$ cat src/rtl/core/adfs_ram.sv
// Generic simple dual port RAM with registered read
`timescale 1ns / 1ps
module adfs_ram #(
	parameter int W = 8,
	parameter int D = 16
) (
	input  logic                 clk,
	input  logic                 we,
	input  logic [$clog2(D)-1:0] waddr,
	input  logic [W-1:0]         wdata,
	input  logic [$clog2(D)-1:0] raddr,
	output logic [W-1:0]         rdata
);
	logic [W-1:0] mem [D];

	// write port
	always_ff @(posedge clk) begin
		if (we) begin
			mem[waddr] <= wdata;
		end
	end

	// registered read
	always_ff @(posedge clk) begin
		rdata <= mem[raddr];
	end
endmodule

$ cat config.mk
export PLATFORM = sky130hd
export DESIGN_NAME = adfs_ram
export DESIGN_NICKNAME = d
export VERILOG_FILES = /design/src/rtl/core/adfs_ram.sv
export SDC_FILE = /design/constraint.sdc
export NUM_CORES = 1
export LEC_CHECK = 0
export BUFFER_PORTS_ARGS = -buffer_cell sky130_fd_sc_hd__buf_2
export CORE_UTILIZATION = 42
export DETAILED_ROUTE_END_ITERATION = 10
export SETUP_SLACK_MARGIN = 0.1
export SYNTH_ARGS = -nofsm -noshare
export SYNTH_HDL_FRONTEND = slang
export SYNTH_SLANG_ARGS = --single-unit
$ cat constraint.sdc
create_clock -name clk -period 2.7 [get_ports clk]
set_input_delay 0.54 -clock clk [delete_from_list [all_inputs] [get_ports clk]]
set_output_delay 0.54 -clock clk [all_outputs]
set_load 0.01 [all_outputs]
==> results.cfg <==
[clock_tree]
cts_hold_buffers = 0
clk_pin_slew_ps = 60
clk_latency_ps = 420
cts.path.max_buffers = 2
cts_max_level = 4
cts_setup_buffers = 0
cts_resized = 0
cts_tree = done
cts_buffers = 17
cts-root-buf = clkbuf_16
cts_sinks = 136

[sta]
slew_headroom_pct = 48.4
finalSetupViolCount = 0
period_share_pct = 58.0
clock_skew_ps = 6.84
hold_viol_final = 0
worstMarginPinSlew_ps = 772
hold-worst-slack_ps = 507
rsz0062_at_grt = false
min_period_ps = 1570
tns_ps = 0
clock.fmax_mhz = 639
maxSlewViolCount = 0

[critical_path]
critPathRequiredTime_ps = 3000
critPathCaptureType = flip-flop
max_stage_delay_ps = 600
cp_max_fo = 32
worstPathCellList = buf_2 > buf_12 > mux4_1 > a22oi_1 > nand2_1
r2r-start = mem[1][1]
r2r_end = rdata[1]
path_class = in -> reg
slowest_stage = mux4_1
start_kind = input pin
r2r_cells = 3
cp.arrival_ps = 1870
r2r_setup_slack_ps = 1330

[power_and_ir_drop]
p_per_area_nw_per_um2 = 811
p_leak_nw = 2.09
vdd_drop_max_mv = 0.484

[finish]
postLayoutCoreUtil_pct = 51.4
fillCellCount = 923
syn2layout_area_growth_pct = 19.5
num_antenna_cells = 0
nets = 300
drive_above_1_share_pct = 31.5
fin_cells = 442
multi_input_area_um2 = 1060
regArea_um2 = 4000

[drt]
drtAntennaViolNets = 0
firstDrtPassIters = 4
drc_errors = 0
totalWireLength_mm = 9.41
routedWlPerCell_um = 21.3
drt_iter0_drc = 133
vias = 2396
vias_per_cell = 5.42

[floorplan]
initial_core_util_pct = 43.0
io_pins = 26
core_area_um2 = 12000
rows = 40
dieWidth_um = 113
dieArea_um2 = 12700
die_h_um = 113

[logic_synthesis]
synth-seq-cells = 136
syn_area_um2 = 5150
yosys_warnings = 0
yosysSeqAreaShare_pct = 77.8
synth_area_leaders = edfxtp_1, mux4_2, mux4_1, dfxtp_1, a22oi_1
synth.net_count = 247
avgSynthCellArea_um2 = 22.5
synth_top_area_cell = edfxtp_1
synth.distinct_cells = 19
synth_top_cell_area_share_pct = 74.7
syn_inst = 229

[global_routing]
grt_pass1_vias = 2498
grt_overflow = 0
grt_use_total_pct = 16.9
grt_max_degree = 33
antenna_found_initial = 0
grt_first_pass_wirelength_mm = 14.7

[place]
dp_hpwl_mm = 5.99
place.gp.congestion = 0.686
post-place-cells = 410
port_buffers = 25

[outcome]
status = complete, no violations

[flow_run]
max_cap_violations = 0

[worst_hold_path]
hold_depth = 1
hold_class = in -> reg
hold_end = mem[3][6]
hp-start = wdata[6]
[synth_stat cells, drive strengths merged]
| master | instances |
|---|---|
| buf | 7 |
| nand3b | 2 |
| nor2 | 13 |
| and2 | 1 |
| nand2 | 9 |
| nor2b | 1 |
| nand2b | 2 |
| and2b | 1 |
| a22oi | 16 |
| edfxtp | 128 |
| clkdlybuf4s25 | 3 |
| nand3 | 1 |
| or3b | 1 |
| nor3 | 4 |
| mux4 | 32 |
| dfxtp | 8 |
[state kept, by name, summed over array words and instances, names as in the netlist]
| register | cells |
|---|---|
| mem | 128 |
| rdata | 8 |
[worst max-delay path, delay by kind of cell]
family / cells / cell delay [ps]
compound gates: 1 / 290
simple gates: 1 / 90
buf+inv: 2 / 350
mux: 1 / 600
[cell type report]
cell class,instances,area share [%]
tap,147,2.99
sequential,136,65.1
timing repair buffer,44,4.56
clock buffer,17,6.91
multi-input combinational,83,17.2
clock inverter,15,3.27
[cells in the final DEF, fill, tap and decap left out, drive strengths merged]
cell type and n:
clkinvlp 4, clkbuf 17, edfxtp 128, nor2b 1
and2 1, nand2 9, dfxtp 8, nand2b 2
buf 44, clkinv 5, and2b 1, a22oi 16
inv 2, or3b 1, bufinv 4, nand3b 2
nand3 1, nor3 4, mux4 32, nor2 13
[stage by stage]
stage	setup WS, ps	power, W	instance area [µm²]
finish	1130	0.00499	6150
global route	1030	0.00515	6150
CTS	1120	0.00505	6150
detailed placement	670	0.00264	5530
global placement	681	0.00263	5530
floorplan	667	0.00254	5150
[metal layers]
metal	global-route usage, %	wire [µm]	vias up
met3	5.25	412	9
met4	8.71	110	0
li1	-	-	1083
met1	21.5	4190	1242
met5	0	0	-
met2	26.4	4700	62
[how the worst max path moves through the flow]
stage	to	depth (start not counted)	from	slack (ps)
after floorplan	mem[0][0]	2	waddr[2]	670
after global placement	rdata[3]	5	raddr[0]	680
after detailed placement	rdata[5]	5	raddr[0]	670
after CTS	rdata[1]	5	raddr[0]	1120
after global routing	rdata[5]	5	raddr[0]	1030
final	rdata[1]	5	raddr[0]	1130
[cell families after synthesis]
family,after synthesis,share of synthesized area (%)
compound gates,16,2.33
buf+inv,10,1.68
flops,136,77.8
mux,32,15.0
simple gates,35,3.18
[report_power, final]
part / switching, W / internal, W / leakage [nW] / total, W
combinational: 0.000122 / 0.0000924 / 0.576 / 0.000215
clock: 0.000857 / 0.00154 / 0.291 / 0.00240
sequential: 0.0000135 / 0.00236 / 1.22 / 0.00237
Power figures use the tool's default switching activity.
